### config.mk
export PLATFORM = sky130hd
export DESIGN_NAME = sbc_call_stack
export DESIGN_NICKNAME = d
export VERILOG_FILES = /design/src/hw/rtl/sbc_pkg.sv /design/src/hw/rtl/sbc_call_stack.sv
export SDC_FILE = /design/constraint.sdc
export NUM_CORES = 1
export LEC_CHECK = 0
export BUFFER_PORTS_ARGS = -buffer_cell sky130_fd_sc_hd__buf_2
export CELL_PAD_IN_SITES_DETAIL_PLACEMENT = 1
export CELL_PAD_IN_SITES_GLOBAL_PLACEMENT = 1
export CORE_MARGIN = 8
export CORE_UTILIZATION = 54
export DETAILED_ROUTE_END_ITERATION = 12
export GPL_TIMING_DRIVEN = 0
export PLACE_DENSITY = 0.83
export SLEW_MARGIN = 20
export SYNTH_ARGS = -nofsm -noshare
export SYNTH_HDL_FRONTEND = slang
export SYNTH_SLANG_ARGS = --single-unit
### constraint.sdc
create_clock -name clk -period 2.7 [get_ports clk]
set_clock_uncertainty 0.05 [all_clocks]
set_input_delay 0.135 -clock clk [delete_from_list [all_inputs] [get_ports clk]]
set_output_delay 0.135 -clock clk [all_outputs]
set_load 0.05 [all_outputs]
### src/hw/rtl/sbc_pkg.sv
// package: opcodes, fault codes and sizes for the stack bytecode core
`default_nettype none
package sbc_pkg;
	localparam int STACK_DEPTH_D = 256;
	localparam int CALL_DEPTH_D  = 32;
	localparam int PC_WIDTH_D    = 16;
	localparam int LEN_W         = 16;
	localparam int WORD_W        = 32;

	localparam logic [4:0] OP_SHIFT = 5'd0;
	localparam logic [4:0] OP_PUSH  = 5'd1;
	localparam logic [4:0] OP_LOAD  = 5'd2;
	localparam logic [4:0] OP_STORE = 5'd3;
	localparam logic [4:0] OP_ADD   = 5'd4;
	localparam logic [4:0] OP_SUB   = 5'd5;
	localparam logic [4:0] OP_MUL   = 5'd6;
	localparam logic [4:0] OP_DIV   = 5'd7;
	localparam logic [4:0] OP_MOD   = 5'd8;
	localparam logic [4:0] OP_EQ    = 5'd9;
	localparam logic [4:0] OP_NEQ   = 5'd10;
	localparam logic [4:0] OP_GT    = 5'd11;
	localparam logic [4:0] OP_LT    = 5'd12;
	localparam logic [4:0] OP_GE    = 5'd13;
	localparam logic [4:0] OP_LE    = 5'd14;
	localparam logic [4:0] OP_AND   = 5'd15;
	localparam logic [4:0] OP_OR    = 5'd16;
	localparam logic [4:0] OP_NOT   = 5'd17;
	localparam logic [4:0] OP_GOTO  = 5'd18;
	localparam logic [4:0] OP_CALL  = 5'd19;
	localparam logic [4:0] OP_GOTOIF = 5'd20;
	localparam logic [4:0] OP_PRINTI = 5'd21;
	localparam logic [4:0] OP_PRINTB = 5'd22;
	localparam logic [4:0] OP_PRINTS = 5'd23;
	localparam logic [4:0] OP_RESUME = 5'd24;
	localparam logic [4:0] OP_RETURN = 5'd25;
	localparam logic [4:0] OP_END   = 5'd26;

	localparam logic [2:0] FLT_NONE  = 3'd0;
	localparam logic [2:0] FLT_ILL   = 3'd1;
	localparam logic [2:0] FLT_OVER  = 3'd2;
	localparam logic [2:0] FLT_UNDER = 3'd3;
	localparam logic [2:0] FLT_DIV0  = 3'd4;
	localparam logic [2:0] FLT_CALL  = 3'd5;

	typedef struct packed {
		logic        start;
		logic        is_mod;
		logic [31:0] dividend;
		logic [31:0] divisor;
	} div_req_t;

	typedef struct packed {
		logic        done;
		logic [31:0] result;
	} div_rsp_t;
endpackage
`default_nettype wire

### src/hw/rtl/sbc_call_stack.sv
// call stack memory: return address and saved stack mark per frame
`default_nettype none
module sbc_call_stack
	import sbc_pkg::*;
#(
	parameter int CALL_DEPTH = CALL_DEPTH_D,
	parameter int PC_WIDTH   = PC_WIDTH_D,
	parameter int SP_W       = 9
)
(
	input  wire logic                          clk,
	input  wire logic                          we,
	input  wire logic [$clog2(CALL_DEPTH)-1:0] waddr,
	input  wire logic [PC_WIDTH-1:0]           wret,
	input  wire logic [SP_W-1:0]               wmark,
	input  wire logic [$clog2(CALL_DEPTH)-1:0] raddr,
	output logic      [PC_WIDTH-1:0]           rret,
	output logic      [SP_W-1:0]               rmark
);
	logic [PC_WIDTH+SP_W-1:0] mem [CALL_DEPTH];

	always_ff @(posedge clk) begin
		if (we)
			mem[waddr] <= {wret, wmark};
		{rret, rmark} <= mem[raddr];
	end
endmodule
`default_nettype wire

==> impl_metrics.tcl <==
set metrics [dict create \
    yosysWarnings 0 \
    slew_headroom_pct 21.5 \
    clk_pin_slew_ps 70 \
    power_switching_mw 6.26 \
    synthCells 1778 \
    min_from "wret[0]" \
    netlist_area_um2 31800 \
    status "completed" \
    end_kind "flop" \
    wl_um 94100 \
    grt_max_degree 33 \
    startpoint "raddr[1]" \
    gp_congestion 0.829 \
    path_buf_inv 2 \
    cts_buffers 84 \
    firstDrtPassIters 5 \
    final_net_count 1995 \
    worstReg2RegStart "mem[6][20]" \
    antenna_found_initial 2 \
    design_area_um2 36700 \
    cp_slowest_stage_delay_ps 840 \
    cp.arrival_ps 2550 \
    io_buffers 60 \
    worst_pin_slew_ps 1180 \
    die_h_um 259 \
    cts_buffer_depth 3 \
    cp_max_fo 10 \
    slew_viol_final 0 \
    cp_top_family "buffers and inverters" \
    drive_gt1_share_pct 15.5 \
    final_cell_mix "800 x edfxtp_1, 400 x mux2i_1, 90 x buf_2" \
    rows 89 \
    ios 62 \
    syn_avg_cell_area_um2 17.9 \
    ys_types 26 \
    hold_violations 0 \
    worstPathCellList "buf_2, nor2_4, clkbuf_1, a22o_1, nor3_1, a31oi_1, nand3_1" \
    critPathLaunchType "input pin" \
    grt_pass1_vias 19338 \
    switching_share_pct 23.0 \
    area_growth_pct 15.4 \
    coreArea_um2 58700 \
    rsz0062_at_grt "no" \
    routedWlPerCell_um 33.7 \
    fin_ws_ps 546 \
    grtUsageTotal_pct 27.8 \
    min_period_over_period_pct 79.8 \
    gr-total-overflow 0 \
    p_leak_nw 12.9 \
    final_common_cell "edfxtp_1" \
    power.density_nw_per_um2 742 \
    worst_hold_path_type "in2reg" \
    fmax_mhz 464 \
    maxCapViolCount 0 \
    internal_power_mw 21.0 \
    ys_ff_latch 825 \
    htreeDepth 3 \
    p_comb_share_pct 6.4 \
    grt_pass1_wl_um 135000 \
    drt_iter0_markers 2228 \
    hold_slack_ps 15.1 \
    drc 0 \
    critPathKind "in2reg" \
    die_x_um 259 \
    vias 18268 \
    cp_slowest_cell "clkbuf_1" \
    cts_tree "yes" \
    initial_core_util_pct 54.2 \
    dieArea_um2 67000 \
    synth_seq_area_share_pct 77.1 \
    pwr-share-seq_pct 52.5 \
    setup_viol 0 \
    post-route-min-period_ps 2150 \
    cp.required_ps 3090 \
    cts.sinks 825 \
    clkLatencyLatePin_ps 640 \
    place_hpwl_um 56800 \
    cts_root_buf "clkbuf_16" \
    place_area_um2 34200 \
    pwr-share-clk_pct 41.1 \
    viasPerCell 6.53 \
    pre_cts_slack_ps 40.6 \
    detail-route-antenna-nets 0 \
    syn_nets 1815 \
    peakVddDrop_uv 512 \
]
## logic make-up (layout without fill, tap and decap cells)
kind of cell,Yosys count,count (layout),synth area share [%]
flops,825,825,77.1
buf+inv,100,342,2.28
simple gates,228,228,3.27
other cells,0,4,0
mux,400,400,12.6
compound gates,225,225,4.82
## stage by stage
stage / total power, mW / cells / setup TNS [ps] / utilization [%]
floorplan: 15.5 / 1778 / 0 / -
global route: 27.8 / 2793 / 0 / 62.6
CTS: 27.3 / 2793 / 0 / 62.6
detailed placement: 16.3 / 2643 / 0 / 58.2
global placement: 16.1 / 2611 / -454560 / 56.4
finish: 27.3 / 2797 / 0 / 62.6
## routing by layer
metal,global-route usage (%),up-vias,routed length [um]
met5,0,-,0
met4,11.2,0,3520
met3,5.05,238,8280
met2,47.2,1151,46800
met1,35.3,9466,35500
li1,-,7413,-
## worst register-to-register path, delay by kind of cell (launching register included)
family,cells,cell delay (ps)
AND/OR/NAND/NOR,2,330
multiplexers,1,160
flip-flops,1,400
AO/OA/AOI/OAI,2,680
## final cells by class
class	instances	area [um^2]
clock buffer	118	2280
clock inverter	30	249
timing repair buffer	94	1160
tap	773	967
buffer	100	724
antenna	4	10.0
fill	4998	22000
multi-input combinational	853	6820
sequential	825	24500
## what timing repair did
action,4_1_cts,5_1_grt
endpoints found under the hold margin,35,0
resized for setup,0,0
setup buffers,0,0
hold buffers,2,0
## cells in the mapped netlist
| library cell | count | area, um^2 |
|---|---|---|
| nand3b_1 | 5 | 37.5 |
| buf_6 | 22 | 248 |
| a21oi_1 | 75 | 375 |
| a31oi_1 | 25 | 156 |
| or3_1 | 1 | 6.26 |
| nor2_4 | 1 | 11.3 |
| clkbuf_4 | 4 | 30.0 |
| and2_1 | 1 | 6.26 |
| nor3_1 | 25 | 125 |
| buf_2 | 30 | 150 |
| nand2b_1 | 2 | 12.5 |
| edfxtp_1 | 800 | 24000 |
| nor2b_1 | 2 | 12.5 |
| buf_8 | 7 | 105 |
| buf_4 | 14 | 105 |
| or3b_2 | 3 | 26.3 |
| dfxtp_1 | 25 | 500 |
| or2_1 | 1 | 6.26 |
| nand2_1 | 77 | 289 |
| mux2i_1 | 400 | 4000 |
| a22o_1 | 50 | 438 |
| nor2_1 | 33 | 124 |
| a22oi_1 | 75 | 563 |
| clkbuf_1 | 19 | 71.3 |
| buf_1 | 4 | 15.0 |
| nand3_1 | 77 | 385 |
## path summary, 6_finish.rpt
path	endpoint	slack, ps	cells after the start
setup / recovery	rret[11]	550	7
hold / removal	mem[19][9]	20	1
setup reg to reg	rret[11]	890	5
hold reg to reg	rmark[3]	590	4
## power groups by stage
stage / clock (mW) / combinational (mW) / sequential (mW)
detailed placement: 0 / 1.69 / 14.6
CTS: 11.2 / 1.74 / 14.3
global route: 11.6 / 1.81 / 14.3
global placement: 0 / 1.55 / 14.6
floorplan: 0 / 0.763 / 14.7
finish: 11.2 / 1.75 / 14.3
## sequential cells by signal, summed over array words and instances, names as in the netlist
name and cells:
mem 800, rret 16, rmark 9
Note: power is estimated with default switching activity, not from simulation.
