===== src/hw/rtl/sbc_pkg.sv =====
// package: opcodes, fault codes and sizes for the stack bytecode core
`default_nettype none
package sbc_pkg;
	localparam int STACK_DEPTH_D = 256;
	localparam int CALL_DEPTH_D  = 32;
	localparam int PC_WIDTH_D    = 16;
	localparam int LEN_W         = 16;
	localparam int WORD_W        = 32;

	localparam logic [4:0] OP_SHIFT = 5'd0;
	localparam logic [4:0] OP_PUSH  = 5'd1;
	localparam logic [4:0] OP_LOAD  = 5'd2;
	localparam logic [4:0] OP_STORE = 5'd3;
	localparam logic [4:0] OP_ADD   = 5'd4;
	localparam logic [4:0] OP_SUB   = 5'd5;
	localparam logic [4:0] OP_MUL   = 5'd6;
	localparam logic [4:0] OP_DIV   = 5'd7;
	localparam logic [4:0] OP_MOD   = 5'd8;
	localparam logic [4:0] OP_EQ    = 5'd9;
	localparam logic [4:0] OP_NEQ   = 5'd10;
	localparam logic [4:0] OP_GT    = 5'd11;
	localparam logic [4:0] OP_LT    = 5'd12;
	localparam logic [4:0] OP_GE    = 5'd13;
	localparam logic [4:0] OP_LE    = 5'd14;
	localparam logic [4:0] OP_AND   = 5'd15;
	localparam logic [4:0] OP_OR    = 5'd16;
	localparam logic [4:0] OP_NOT   = 5'd17;
	localparam logic [4:0] OP_GOTO  = 5'd18;
	localparam logic [4:0] OP_CALL  = 5'd19;
	localparam logic [4:0] OP_GOTOIF = 5'd20;
	localparam logic [4:0] OP_PRINTI = 5'd21;
	localparam logic [4:0] OP_PRINTB = 5'd22;
	localparam logic [4:0] OP_PRINTS = 5'd23;
	localparam logic [4:0] OP_RESUME = 5'd24;
	localparam logic [4:0] OP_RETURN = 5'd25;
	localparam logic [4:0] OP_END   = 5'd26;

	localparam logic [2:0] FLT_NONE  = 3'd0;
	localparam logic [2:0] FLT_ILL   = 3'd1;
	localparam logic [2:0] FLT_OVER  = 3'd2;
	localparam logic [2:0] FLT_UNDER = 3'd3;
	localparam logic [2:0] FLT_DIV0  = 3'd4;
	localparam logic [2:0] FLT_CALL  = 3'd5;

	typedef struct packed {
		logic        start;
		logic        is_mod;
		logic [31:0] dividend;
		logic [31:0] divisor;
	} div_req_t;

	typedef struct packed {
		logic        done;
		logic [31:0] result;
	} div_rsp_t;
endpackage
`default_nettype wire


===== src/hw/rtl/sbc_divider.sv =====
// radix-2 restoring signed divider, one quotient bit per cycle
`default_nettype none
module sbc_divider
	import sbc_pkg::*;
(
	input  wire logic     clk,
	input  wire logic     arst_n,
	input  wire div_req_t req,
	output div_rsp_t      rsp
);
	logic        busy_q;
	logic [5:0]  cnt_q;
	logic [31:0] quo_q;
	logic [32:0] rem_q;
	logic [31:0] dsr_q;
	logic        neg_q_q;
	logic        neg_r_q;
	logic        mod_q;
	logic        done_q;
	logic [32:0] shifted;
	logic [32:0] diff;
	logic [31:0] qres;
	logic [31:0] rres;

	assign shifted = {rem_q[31:0], quo_q[31]};
	assign diff    = shifted - {1'b0, dsr_q};
	assign qres    = neg_q_q ? (32'd0 - quo_q) : quo_q;
	assign rres    = neg_r_q ? (32'd0 - rem_q[31:0]) : rem_q[31:0];

	always_ff @(posedge clk or negedge arst_n) begin
		if (!arst_n) begin
			busy_q <= 1'b0;
			done_q <= 1'b0;
			cnt_q  <= '0;
		end else begin
			done_q <= 1'b0;
			if (req.start) begin
				busy_q <= 1'b1;
				cnt_q  <= 6'd0;
			end else if (busy_q) begin
				cnt_q <= cnt_q + 6'd1;
				if (cnt_q == 6'd31) begin
					busy_q <= 1'b0;
					done_q <= 1'b1;
				end
			end
		end
	end

	always_ff @(posedge clk) begin
		if (req.start) begin
			quo_q   <= req.dividend[31] ? (32'd0 - req.dividend) : req.dividend;
			dsr_q   <= req.divisor[31] ? (32'd0 - req.divisor) : req.divisor;
			rem_q   <= '0;
			neg_q_q <= req.dividend[31] ^ req.divisor[31];
			neg_r_q <= req.dividend[31];
			mod_q   <= req.is_mod;
		end else if (busy_q) begin
			if (!diff[32]) begin
				rem_q <= diff;
				quo_q <= {quo_q[30:0], 1'b1};
			end else begin
				rem_q <= shifted;
				quo_q <= {quo_q[30:0], 1'b0};
			end
		end
	end

	assign rsp.done   = done_q;
	assign rsp.result = mod_q ? rres : qres;

	chk_done: assert property (@(posedge clk) disable iff (!arst_n)
		done_q |-> !busy_q)
		else $error("divider done while busy");
	chk_cnt: assert property (@(posedge clk) disable iff (!arst_n)
		!busy_q && !req.start |=> !done_q || $past(busy_q))
		else $error("divider done without run");
	chk_start: assert property (@(posedge clk) disable iff (!arst_n)
		req.start |=> busy_q && cnt_q == 6'd0)
		else $error("divider did not start");
endmodule
`default_nettype wire


===== config.mk =====
export PLATFORM = sky130hd
export DESIGN_NAME = sbc_divider
export DESIGN_NICKNAME = d
export VERILOG_FILES = /design/src/hw/rtl/sbc_pkg.sv /design/src/hw/rtl/sbc_divider.sv
export SDC_FILE = /design/constraint.sdc
export NUM_CORES = 1
export LEC_CHECK = 0
export ABC_AREA = 1
export BUFFER_PORTS_ARGS = -buffer_cell sky130_fd_sc_hd__buf_2
export CAP_MARGIN = 20
export CORE_MARGIN = 2
export CORE_UTILIZATION = 45
export DETAILED_ROUTE_END_ITERATION = 8
export GPL_ROUTABILITY_DRIVEN = 0
export SLEW_MARGIN = 5
export SYNTH_ARGS = -nofsm -noshare
export SYNTH_HDL_FRONTEND = slang
export SYNTH_SLANG_ARGS = --single-unit

===== constraint.sdc =====
create_clock -name clk -period 3 [get_ports clk]
set_input_delay 0 -clock clk [delete_from_list [all_inputs] [get_ports clk]]
set_output_delay 0 -clock clk [all_outputs]
set_load 0.02 [all_outputs]

==> flow_metrics.tcl <==
set metrics [dict create \
    cap_violations 0 \
    drt-initial-drc-count 1023 \
    design_area_um2 12000 \
    dieArea_um2 24800 \
    path_class "reg -> out" \
    ys_top_cells_by_count "nand2_1, inv_1, nor2_1" \
    initial_core_util 0.455 \
    worstPathArrival_ps 2820 \
    drc 0 \
    wl_per_cell_um 14.9 \
    cts_buffers 9 \
    hold_violations 0 \
    max_clock_freq_mhz 355 \
    rsz0062_at_grt "false" \
    leakage_nw 6.38 \
    final-setup-viol-count 0 \
    skew_ps 7.68 \
    p_int_mw 2.94 \
    fin_tns_setup_ps 0 \
    placed_cell_area_um2 11400 \
    htree_levels 3 \
    clk_latency_ps 370 \
    multi_input_area_um2 6380 \
    synth.avg_cell_area_um2 6.03 \
    critPathCaptureType "output pin" \
    clkTransAtPathRegs_ps 80 \
    hp-class "in -> reg" \
    fin_crit_ps 2820 \
    crit_path_max_fanout 5 \
    synthTopCellsByArea "nand2_1, edfxtp_1, inv_1, nand3_1, dfxtp_1" \
    maxSlewHeadroom 0.306 \
    via_per_inst 5.13 \
    postSynthCellCount 1760 \
    fin_crit_sh 0.939 \
    timing.critical_path.mode_cell "nand3_1" \
    seq_power_share 0.370 \
    grt_pass1_wl_um 52100 \
    grt_usage 0.268 \
    netlist.area_leader.share 0.194 \
    die_h_um 158 \
    io-pin-count 101 \
    syn_nets 1866 \
    final_nets 1970 \
    synth_cell_type_count 50 \
    grt-ovfl-total 0 \
    worstPathCellList "inv_1, nand3_1, nor2_1, nand3_1, inv_1, nand3_1, o21ai_0, buf_4, a21oi_1, o21ai_0, nand2_1, buf_2" \
    routed-via-count 11200 \
    synthArstFlopShare 0.0748 \
    num_rows 56 \
    ys_seq_area_frac 0.269 \
    crit_path_start_kind "flip-flop" \
    ir_drop_v 0.000321 \
    core_area_um2 23300 \
    port_buffers 100 \
    synth_edf_count 67 \
    regArea_um2 2850 \
    cts_tree "done" \
    synth_top_cell_by_area "nand2_1" \
    switchingPower_mw 1.92 \
    grt_max_degree 46 \
    antenna_found_initial 0 \
    wl_um 32500 \
    cts_num_sinks 107 \
    layout-drive-gt1-share 0.0963 \
    grt_pass1_vias 10200 \
    status "finished, final reports clean" \
    tightest_slew_ps 1040 \
    fillers 2499 \
    switching_share 0.396 \
    pwr-share-clk 0.268 \
    synth_area_um2 10600 \
    dp.final_hpwl_um 26500 \
    area_growth_pct 12.9 \
    synthFlopType "edfxtp_1" \
    root_buffer "clkbuf_16" \
    holdWs_ps 11.8 \
    clockBufferDepth 2 \
    yosysMostFrequentCell "nand2_1" \
    ys_ff_latch 107 \
    slowest_delay_ps 400 \
    drt_first_pass_iters 5 \
    p_per_area_nw_per_um2 406 \
    maxSlewViolCount 0 \
    ys_warn_count 0 \
    critPathRequiredTime_ps 3000 \
    antenna_left 0 \
    p_comb_frac 0.362 \
    die_w_um 158 \
    antenna_cells 0 \
    cp_slowest_cell "edfxtp_1" \
]
-- kinds of logic after synthesis --
logic type	count (synthesis)	synth area share
simple gates	973	0.391
fa+ha+maj	38	0.0455
flops	107	0.269
buf+inv	364	0.133
xor+xnor	62	0.0511
compound gates	216	0.111
-- worst paths after layout --
kind,startpoint,to,slack [ps],cells after the start
setup / recovery,quo_q[2]$_DFFE_PP_,rsp[31],180,12
setup reg to reg,quo_q[31]$_DFFE_PP_,quo_q[0]$_DFFE_PP_,350,15
max in group asynchronous,arst_n,cnt_q[4]$_DFFE_PN0P_,2120,3
hold reg to reg,rem_q[0]$_SDFFE_PP0P_,rem_q[0]$_SDFFE_PP0P_,500,2
min in group asynchronous,arst_n,done_q$_DFF_PN0_,610,3
hold / removal,req[11],dsr_q[11]$_DFFE_PP_,10,2
-- sequential cells by signal, indices dropped and copies added, names as in the netlist --
register  cells
neg_r_q       1
done_q        1
cnt_q         6
dsr_q        32
quo_q        32
rem_q        32
busy_q        1
neg_q_q       1
mod_q         1
-- worst max-delay path, delay by kind of cell, from the launching register on --
family                 cells  cell delay, ps
AO/OA/AOI/OAI              3             450
buffers and inverters      4             700
AND/OR/NAND/NOR            5             900
flip-flops                 1             400
-- repair_timing --
item | 4_1_cts | 5_1_grt
resized for setup | 0 | 6
hold buffers | 22 | 0
buffers inserted | 0 | 0
hold endpoints to repair | 28 | 0
endpoints found under the setup margin | 0 | 7
-- power groups by stage --
stage / clock, mW / sequential (mW) / combinational [mW]
after floorplan: 0 / 1.79 / 1.18
after global placement: 0 / 1.83 / 1.70
after detailed placement: 0 / 1.83 / 1.71
after CTS: 1.34 / 1.80 / 1.74
after global routing: 1.38 / 1.82 / 1.98
final: 1.30 / 1.80 / 1.76
-- per-layer routing --
layer / wire [um] / track usage / share of wire / up-vias
li1: - / - / - / 5791
met1: 15600 / 0.381 / 0.48 / 5039
met2: 14100 / 0.422 / 0.43 / 352
met3: 1920 / 0.0342 / 0.059 / 52
met4: 921 / 0.0848 / 0.028 / 0
met5: 0 / 0 / 0 / -
-- per-stage QoR --
step / setup slack, ps / std cells / total power [mW] / utilization
final: 183 / 2188 / 4.87 / 0.514
after global routing: 7.06 / 2188 / 5.18 / 0.514
after CTS: 174 / 2188 / 4.88 / 0.513
after detailed placement: 390 / 2150 / 3.54 / 0.489
after global placement: 438 / 2150 / 3.53 / 0.489
after floorplan: 737 / 1760 / 2.97 / -
-- cells in the final DEF (no fill, tap or decap), types with 6 or more instances in the layout --
master and n:
nor2_1 156, buf_2 100, a21oi_1 68, inv_1 314
nand3_1 144, nor3_1 44, nand2_2 13, and2_1 7
nand4_1 23, xnor2_1 19, o21ai_0 103, buf_4 13
nand2_1 548, dfxtp_1 32, clkbuf_16 9, ha_1 37
or2_2 6, dfrtp_1 8, nor2_2 8, inv_2 6
dlygate4sd3_1 22, edfxtp_1 67, o21ai_1 8, xor2_1 43
o22ai_1 6
-- final cells by class --
cell class,instances,share of cell area
clock buffer,9,0.0188
clock inverter,7,0.00793
inverter,322,0.101
multi-input combinational,1289,0.533
sequential,107,0.238
tap,319,0.0333
timing repair buffer,135,0.0683
(Power assumes the default switching activity.)
